## src/design/bmao_pkg.sv

```systemverilog
// ----------------------------------------------------------------------------
// bmao_pkg
// Shared types and constants for the battery monitor with auto power off.
// ----------------------------------------------------------------------------
package bmao_pkg;

    localparam int SenseW   = 12;
    localparam int MvW      = 13;
    localparam int PctW     = 7;
    localparam int CauseW   = 2;
    localparam int SecsW    = 14;
    localparam int MinutesW = 8;
    localparam int CfgDataW = 8;

    localparam logic FUNC_TICK     = 1'b0;
    localparam logic FUNC_ACTIVITY = 1'b1;

    localparam logic [CauseW-1:0] CAUSE_NONE     = 2'd0;
    localparam logic [CauseW-1:0] CAUSE_DEAD     = 2'd1;
    localparam logic [CauseW-1:0] CAUSE_AUTO_OFF = 2'd2;

    typedef enum logic [0:0] {
        CFG_AUTO_OFF_MINUTES   = 1'b0,
        CFG_LOW_BATT_SHUTDOWN  = 1'b1
    } bmao_cfg_index_t;

    // sense * 69 / 41 == (sense * MvRecip) >> MvShift for all 12-bit sense
    localparam int               MvShift  = 24;
    localparam logic [24:0]      MvRecip  = 25'd28234869;
    // 100 * d / 830 == (d * PctRecip) >> PctShift for d <= 830
    localparam int               PctShift = 20;
    localparam logic [16:0]      PctRecip = 17'd126340;

    localparam logic [MvW-1:0]   FullMv   = 13'd4080;
    localparam logic [MvW-1:0]   EmptyMv  = 13'd3250;
    localparam logic [MvW-1:0]   DeadMv   = 13'd3200;
    localparam logic [PctW-1:0]  MaxPct   = 7'd100;
    localparam logic [PctW:0]    HystPct  = 8'd2;
    localparam logic [5:0]       SecsPerMin = 6'd60;
    localparam logic [SecsW-1:0] WarnSecs = 14'd10;

    typedef struct packed {
        logic              func;
        logic [SenseW-1:0] sense_mv;
        logic              charging;
        logic              timer_running;
    } bmao_item_t;

    typedef struct packed {
        logic [MvW-1:0]    battery_mv;
        logic [PctW-1:0]   battery_percent;
        logic [CauseW-1:0] shutdown_cause;
        logic              warn_beep;
        logic              alert_show;
        logic              alert_close;
        logic [SecsW-1:0]  seconds_left;
    } bmao_result_t;

endpackage

```

## src/design/battery_monitor_auto_off.sv

```systemverilog
// ----------------------------------------------------------------------------
// battery_monitor_auto_off
// Battery voltage and percent monitor with inactivity auto power off.
// ----------------------------------------------------------------------------
// Items arrive on the item channel (item_valid / item_stall): one-second ticks
// carrying the sense voltage and status, or user-activity events. Every item
// produces exactly one transaction on the result channel (result_valid /
// result_stall) carrying battery mV, percent, shutdown cause, beep and alert
// controls and the seconds left before auto-off.
// An accepted item passes the input and middle registers into the output
// register. Throughput: one item per cycle while result_stall is low, set by
// the three-register pipeline (input register, voltage scaling multiplier,
// percent multiplier plus state update); the monitor state is read and written
// only in the last stage, so items follow each other with no gap.
// When the receiver stalls, the output register holds its transaction and the
// earlier stages keep filling until all three are full; only then is
// item_stall raised.
// Configuration writes on the cfg channel are always ready and take effect
// at once; they are meant to be issued while the block is idle.
// Reset clears the pipeline, the idle counter, the alert flag, the stored
// voltage and percent, sets auto_off_minutes to 0 and enables dead-battery
// shutdown.
// ----------------------------------------------------------------------------
module battery_monitor_auto_off (
    input  logic                  clk,
    input  logic                  rst_n,
    input  logic                  item_valid,
    output logic                  item_stall,
    input  bmao_pkg::bmao_item_t  item,
    output logic                  result_valid,
    input  logic                  result_stall,
    output bmao_pkg::bmao_result_t result,
    input  logic                  cfg_valid,
    output logic                  cfg_ready,
    input  bmao_pkg::bmao_cfg_index_t cfg_index,
    input  logic [bmao_pkg::CfgDataW-1:0] cfg_data
);
    import bmao_pkg::*;

    logic                  auto_off_en;
    logic [MinutesW-1:0]   minutes_reg;
    logic                  shutdown_en_reg;

    logic                  a_valid_reg;
    bmao_item_t            a_item_reg;

    logic                  b_valid_reg;
    logic [MvW-1:0]        b_mv_reg;
    logic                  b_func_reg;
    logic                  b_charging_reg;
    logic                  b_timer_reg;

    logic                  result_valid_reg;
    bmao_result_t          result_reg;

    logic [SecsW-1:0]      idle_reg;
    logic [PctW-1:0]       last_pct_reg;
    logic                  alert_open_reg;
    logic [MvW-1:0]        last_mv_reg;

    logic                  free_a, free_b, free_c;
    logic                  take_b, take_c;

    logic [36:0]           mv_prod;
    logic [MvW-1:0]        mv_next;

    logic [9:0]            pct_diff;
    logic [26:0]           pct_prod;
    logic [PctW-1:0]       pct_raw;
    logic [PctW-1:0]       pct_hyst;
    logic [PctW:0]         pct_ext;
    logic [PctW:0]         last_ext;
    logic [SecsW-1:0]      limit;
    logic [SecsW-1:0]      idle_inc;
    logic [SecsW-1:0]      idle_next;
    logic                  alert_open_next;
    logic [PctW-1:0]       last_pct_next;
    logic [MvW-1:0]        last_mv_next;
    bmao_result_t          result_next;

    assign auto_off_en = |minutes_reg;

    // pipeline flow control
    assign free_c     = !result_valid_reg || !result_stall;
    assign take_c     = b_valid_reg && free_c;
    assign free_b     = !b_valid_reg || take_c;
    assign take_b     = a_valid_reg && free_b;
    assign free_a     = !a_valid_reg || take_b;
    assign item_stall = !free_a;

    assign result_valid = result_valid_reg;
    assign result       = result_reg;
    assign cfg_ready    = 1'b1;

    // stage B: battery mV
    assign mv_prod = {25'd0, a_item_reg.sense_mv} * {12'd0, MvRecip};
    assign mv_next = mv_prod[MvShift +: MvW];

    // stage C: percent, hysteresis, auto-off counter
    assign limit    = {6'd0, minutes_reg} * {8'd0, SecsPerMin};
    assign pct_diff = 10'(b_mv_reg - EmptyMv);
    assign pct_prod = {17'd0, pct_diff} * {10'd0, PctRecip};

    always_comb
    begin
        if (b_mv_reg < EmptyMv)
            pct_raw = '0;
        else if (b_mv_reg > FullMv)
            pct_raw = MaxPct;
        else
            pct_raw = pct_prod[PctShift +: PctW];

        pct_ext  = {1'b0, pct_raw};
        last_ext = {1'b0, last_pct_reg};
        pct_hyst = pct_raw;
        if (b_charging_reg)
        begin
            if (pct_ext < last_ext && pct_ext + HystPct >= last_ext)
                pct_hyst = last_pct_reg;
        end
        else
        begin
            if (pct_ext > last_ext && pct_ext <= last_ext + HystPct)
                pct_hyst = last_pct_reg;
        end
    end

    assign idle_inc = (idle_reg == '1) ? idle_reg : idle_reg + 1'b1;

    always_comb
    begin
        idle_next       = idle_reg;
        alert_open_next = alert_open_reg;
        last_pct_next   = last_pct_reg;
        last_mv_next    = last_mv_reg;
        result_next     = '0;

        if (b_func_reg == FUNC_ACTIVITY)
        begin
            idle_next               = '0;
            result_next.alert_close = alert_open_reg;
            alert_open_next         = 1'b0;
        end
        else
        begin
            last_pct_next = pct_hyst;
            last_mv_next  = b_mv_reg;
            if (b_mv_reg <= DeadMv)
            begin
                if (shutdown_en_reg)
                    result_next.shutdown_cause = CAUSE_DEAD;
            end
            else if (auto_off_en && !b_timer_reg)
            begin
                idle_next = idle_inc;
                if (idle_inc >= limit)
                begin
                    result_next.shutdown_cause = CAUSE_AUTO_OFF;
                    result_next.alert_close    = 1'b1;
                    alert_open_next            = 1'b0;
                end
                else if (idle_inc >= limit - WarnSecs)
                begin
                    result_next.warn_beep = 1'b1;
                    if (idle_inc == limit - WarnSecs && !alert_open_reg)
                    begin
                        result_next.alert_show = 1'b1;
                        alert_open_next        = 1'b1;
                    end
                end
            end
        end

        result_next.battery_mv      = last_mv_next;
        result_next.battery_percent = last_pct_next;
        result_next.seconds_left    = (idle_next >= limit) ? '0 : limit - idle_next;
    end

    always_ff @(posedge clk or negedge rst_n)
    begin
        if (!rst_n)
        begin
            minutes_reg      <= '0;
            shutdown_en_reg  <= 1'b1;
            a_valid_reg      <= 1'b0;
            b_valid_reg      <= 1'b0;
            result_valid_reg <= 1'b0;
            idle_reg         <= '0;
            last_pct_reg     <= '0;
            alert_open_reg   <= 1'b0;
            last_mv_reg      <= '0;
        end
        else
        begin
            if (cfg_valid && cfg_ready)
            begin
                unique case (cfg_index)
                    CFG_AUTO_OFF_MINUTES:  minutes_reg     <= cfg_data[MinutesW-1:0];
                    CFG_LOW_BATT_SHUTDOWN: shutdown_en_reg <= cfg_data[0];
                    default:               ;
                endcase
            end
            if (free_a)
                a_valid_reg <= item_valid;
            if (free_b)
                b_valid_reg <= a_valid_reg;
            if (free_c)
                result_valid_reg <= b_valid_reg;
            if (take_c)
            begin
                idle_reg       <= idle_next;
                last_pct_reg   <= last_pct_next;
                alert_open_reg <= alert_open_next;
                last_mv_reg    <= last_mv_next;
            end
        end
    end

    always_ff @(posedge clk)
    begin
        if (free_a)
            a_item_reg <= item;
        if (free_b)
        begin
            b_mv_reg       <= mv_next;
            b_func_reg     <= a_item_reg.func;
            b_charging_reg <= a_item_reg.charging;
            b_timer_reg    <= a_item_reg.timer_running;
        end
        if (take_c)
            result_reg <= result_next;
    end

endmodule

```

## config.mk

```make
export PLATFORM = sky130hd
export DESIGN_NAME = battery_monitor_auto_off
export DESIGN_NICKNAME = d
export VERILOG_FILES = /design/src/design/bmao_pkg.sv /design/src/design/battery_monitor_auto_off.sv
export SDC_FILE = /design/constraint.sdc
export NUM_CORES = 1
export LEC_CHECK = 0
export ABC_AREA = 1
export BUFFER_PORTS_ARGS = -buffer_cell sky130_fd_sc_hd__buf_2
export CAP_MARGIN = 20
export CORE_MARGIN = 1.5
export CORE_UTILIZATION = 45
export CTS_CLUSTER_DIAMETER = 120
export CTS_CLUSTER_SIZE = 8
export DETAILED_ROUTE_END_ITERATION = 12
export GPL_ROUTABILITY_DRIVEN = 0
export PLACE_DENSITY = 0.61
export SLEW_MARGIN = 30
export SYNTH_ARGS = -nofsm -noshare
export SYNTH_HDL_FRONTEND = slang
export SYNTH_SLANG_ARGS = --single-unit
```

## constraint.sdc

```tcl
create_clock -name clk -period 9.22 [get_ports clk]
set_input_delay 0 -clock clk [delete_from_list [all_inputs] [get_ports clk]]
set_output_delay 0 -clock clk [all_outputs]
set_load 0.05 [all_outputs]
```

Word level (Yosys, flattened, before mapping)
Cells that the tools add are included.
{ "totals": {"memories": 0, "latch_bits": 0, "output_inout_bits": 42, "elab_cells": 101, "romBits": 0, "ram_bits": 0, "register_bits": 117} }
{ "classes": {"n_mul": 3, "eq_ne": 3, "add_sub_neg": 6, "n_reduce_logical": 25, "n_shift": 0, "order_cmp": 10, "div": 0, "n_bitwise": 3, "mux": 27} }
{ "op_table": {"columns": ["op", "n"], "rows": [
  ["$mux W14", 4],
  ["$ge A14 B14 Y1", 3],
  ["$mux W7", 6],
  ["$mul A12 B25 Y37 const B", 1],
  ["$mul A10 B15 Y25 const B", 1],
  ["$add A7 B2 Y8 const B", 2],
  ["$add A14 B1 Y14 const B", 1],
  ["$eq A14 B14 Y1", 1],
  ["$eq A14 B14 Y1 const B", 1],
  ["$sub A14 B14 Y14", 1],
  ["$sub A14 B4 Y14 const B", 1],
  ["$gt A13 B12 Y1 const B", 1],
  ["$le A13 B12 Y1 const B", 1],
  ["$lt A13 B12 Y1 const B", 1],
  ["$mux W13", 1],
  ["$mul A8 B4 Y12 const B", 1],
  ["$mux W1", 11],
  ["$sub A10 B8 Y10 const B", 1],
  ["$ge A8 B7 Y1", 1],
  ["$le A7 B8 Y1", 1],
  ["$mux W2", 4],
  ["$reduce_or A8 Y1", 1],
  ["$gt A7 B7 Y1", 1],
  ["$logic_not A1 Y1", 7],
  ["other kinds (12)", 23]
]} }

Longest topological paths before layout
{ "logic_depth": {"ltp_word": 10, "depth_mapped": 49, "depth_no_buf": 49} }

Least setup slack after synthesis
OpenSTA, ideal clock, no wires.
{ "synth_path": {"path_type": "register to register", "from": "register b_mv_reg[1]", "to": "register result_reg (netlist bit result[21]) (data pin)", "period_less_slack_ps": 6915, "stages_incl_launch_ff": 39, "slack_ps": 2305, "arrival_time_ps": 6656, "cell_sequence": "edfxtp_1 > inv_2 > ha_1 > nand2_4 > nand3_4 > nand2_2 > xor2_1 > ha_1 > ha_1 > inv_1 > fa_1 > inv_1 > fa_1 > inv_1 > fa_1 > inv_1 > ha_1 > a21oi_1 > [3 not listed] > nand2_1 > nand2_1 > o21ai_1 > inv_1 > ha_1 > ha_1 > a21boi_0 > o21a_1 > o21ai_0 > nand2_1 > nand2_1 > nand2_1 > a21oi_1 > nand2_4 > nand2_4 > nand2_1 > nand3_1 > a21oi_1"} }
{ "synth_via": {"elab_chain_len": 10, "elab_cells_between_ends": 17} }
{ "synth_lines": {"columns": ["element", "line", "source"], "rows": [
  ["from (decl)", "battery_monitor_auto_off.sv:48", "logic [MvW-1:0] b_mv_reg;"],
  ["from (signal assigned)", "battery_monitor_auto_off.sv:225", "b_mv_reg <= mv_next;"],
  ["$sub A10 B8 Y10", "battery_monitor_auto_off.sv:101", "assign pct_diff = 10'(b_mv_reg - EmptyMv);"],
  ["$mul A10 B15 Y25", "battery_monitor_auto_off.sv:102", "assign pct_prod = {17'd0, pct_diff} * {10'd0, PctRecip};"],
  ["$mux W7", "battery_monitor_auto_off.sv:108", "else if (b_mv_reg > FullMv)"],
  ["$mux W7 (*)", "battery_monitor_auto_off.sv:106", "if (b_mv_reg < EmptyMv)"],
  ["$add A7 B2 Y8", "battery_monitor_auto_off.sv:118", "if (pct_ext < last_ext && pct_ext + HystPct >= last_ext)"],
  ["$ge A8 B7 Y1", "battery_monitor_auto_off.sv:118", null],
  ["$logic_and A1 B1 Y1", "battery_monitor_auto_off.sv:118", null],
  ["$mux W7", "battery_monitor_auto_off.sv:118", null],
  ["$mux W7 (*)", "battery_monitor_auto_off.sv:116", "if (b_charging_reg)"],
  ["$mux W7 (*)", "battery_monitor_auto_off.sv:138", "if (b_func_reg == FUNC_ACTIVITY)"],
  ["via last_pct_next[2]", "battery_monitor_auto_off.sv:77", "logic [PctW-1:0] last_pct_next;"],
  ["to (signal assigned)", "battery_monitor_auto_off.sv:231", "result_reg <= result_next;"],
  ["to (decl)", "battery_monitor_auto_off.sv:54", "bmao_result_t result_reg;"]
]} }
The timed path passes the listed nets; every way through them passes the cells marked *.
A chain may end at the register's enable or synchronous reset.

Worst setup path after layout
Same ends and word-level chain as after synthesis.

==> reports/results.ini <==
[sta]
rsz0062_at_grt = false
max_freq_ghz = 0.127
min_period_ns = 7.85
tns_ns = 0
setup_ws_ns = 1.37
fin_crit_sh_pct = 85.1
drv_slew = 0
finalSetupViolCount = 0
slew_headroom_pct = 39.3
hold_viol_final = 0
worst_pin_slew_ns = 0.901
fin_worst_skew_ns = 0.0174

[cells_and_area]
nets = 2400
syn_to_final_growth_pct = 11.0
fillers = 3273
largest_reg_flops = 39
diodes = 0
final_area_um2 = 17400
layout_commonest_cell = inv_1
drive_above_1_share_pct = 8.22
final_cell_mix = 386 x inv_1, 344 x nand2_1, 237 x ha_1

[synthesis]
synthArstFlopShare_pct = 40.2
netlist-cell-type-count = 59
synth-seq-cells = 117
synth.avg_cell_area_um2 = 8.33
synthFlopType = edfxtp_1
synthCells = 1881
yosysWarnings = 0
synth_area_um2 = 15700
synth_edf_count = 70
synth.yosys.seq_area_share_pct = 20.9
synth_fp_nets = 2299

[global_route]
grt_pass1_wl_um = 63200
met2_usage_pct = 36.7
met1_usage_pct = 29.9
grt.met3_usage_pct = 3.04
grt-ovfl-total = 0
top_usage_layer = met2
grt_pass1_vias = 12900
grt.total_usage_pct = 22.0
antenna_found_initial = 1
grt_max_degree = 48

[hold_path]
hold_path.class = input pin to asynchronous set/reset pin

[placed_design]
hpwl_um = 31400
io_buffers = 69
post_dp_cell_area_um2 = 16500
pre_cts_slack_ns = 1.42

[floorplanning]
die_y_um = 190
io_pins = 71
rows = 68
coreArea_um2 = 34400
fp.dieW_um = 190
dieArea_um2 = 36000
start_util_pct = 45.6

[detailed_routing]
dr_total_vias = 12400
drtIter0Drc = 621
wl_um = 37600
first_pass_iters = 6
viasPerCell = 5.04
wl_per_cell_um = 15.3
ant_nets = 0
drc_errors = 0

[worst_setup_path]
critPathMaxFanout = 12
slowest_delay_ns = 0.53
worstSetupPathType = register to register
crit_path_end_kind = register
crit_path_top_delay_cell = fa_1
crit_required_ns = 9.39
reg2reg_setup_slack_ns = 1.37
start_kind = register
worst_path_most_repeated_cell = inv_1
reg2reg_to = result[21]$_DFFE_PP_
regToRegStartpoint = b_mv_reg[1]$_DFFE_PP_
worst-r2r-cell-count = 34
cp.arrival_ns = 8.02

[cts]
numClockSinks = 117
ctsHtreeMaxLevel = 4
cts-resized-gates = 0
cts_buffers = 17
clock-root-buffer = clkbuf_16
path_clk_slew_ns = 0.07
cts-hold-fix-buffers = 28
cts_setup_buffers = 0
cts_tree = built
clockBufferDepth = 2
clk_latency_ns = 0.43

[status]
status = finished, final reports clean

[run]
drv_cap = 0

==> critical path, delay by kind of cell, from the launching register on <==
kind	cells	cell delay [ns]
compound gates	9	1.91
fa+ha+maj	8	3.14
xor+xnor	1	0.51
buf+inv	7	0.58
simple gates	9	0.99
flops	1	0.48
==> cells by family (layout without fill, tap and decap cells) <==
family	Yosys count	count (layout)	share of synthesized area [%]
AOI/OAI and AO/OA	282	282	10.2
and+or+nand+nor	623	623	17.4
xor gates and xnor gates	54	54	3.02
buffers and inverters	415	529	10.0
adders and majority gates	389	389	38.3
other	1	1	0.0239
DFF	117	117	20.9
==> per-layer routing <==
metal  routed length, um  vias up
li1                    -     6260
met5                  10        -
met4                 890        2
met1               17800     5756
met2               17400      280
met3                1530       60
==> stage by stage <==
| step | utilization [%] | std cells | hold slack, ns |
|---|---|---|---|
| finish | 50.6 | 2450 | 0.222 |
| detailed placement | 48.1 | 2390 | 0.170 |
| global placement | 48.1 | 2390 | 0.151 |
| global route | 50.6 | 2450 | 0.271 |
| CTS | 50.6 | 2450 | 0.205 |
| floorplan | - | 1881 | -0.296 |
==> how the worst max path moves through the flow <==
stage,start,to,slack [ns],depth (start not counted)
detailed placement,b_mv_reg[1]$_DFFE_PP_,result[23]$_DFFE_PP_,1.42,38
CTS,b_mv_reg[1]$_DFFE_PP_,result[21]$_DFFE_PP_,1.41,34
floorplan,b_mv_reg[1]$_DFFE_PP_,result[21]$_DFFE_PP_,2.30,38
global route,b_mv_reg[1]$_DFFE_PP_,last_pct_reg[2]$_DFFE_PN0P_,0.67,36
global placement,b_mv_reg[1]$_DFFE_PP_,result[23]$_DFFE_PP_,1.61,38
finish,b_mv_reg[1]$_DFFE_PP_,result[21]$_DFFE_PP_,1.37,34
==> cell type report <==
class                   instances  area, um^2  area share (%)
well taps                     455         569            3.27
repair buffers                101         656            3.77
flip-flops and latches        117        3280            18.9
clock inverters                15         154           0.885
inverters                     396        1490            8.55
multi-input cells            1349       10800            62.2
clock buffers                  17         425            2.45
==> Yosys cell counts, types with 5 or more instances <==
cell	instances	area, um^2
nand2_1	344	1290
nor2_1	118	443
a31oi_1	9	56.3
o21ai_1	9	45.0
edfxtp_1	70	2100
nand3_1	68	340
o21a_1	6	45.0
xnor2_1	10	87.6
o21bai_1	8	60.1
nand4_1	20	125
a21oi_1	128	641
clkbuf_1	10	37.5
inv_2	9	33.8
inv_1	386	1450
nor3_1	22	110
dfrtp_1	46	1150
a21o_1	9	67.6
nand3_2	5	50.1
nand2_2	10	62.6
o21ai_0	79	395
fa_1	152	3040
xor2_1	44	385
or2_2	7	43.8
ha_1	237	2970
nor2_2	5	31.3
Power is left out: the tool's default activity adds up to more than one toggle a clock period on the data nets, which glitch-free logic cannot reach.
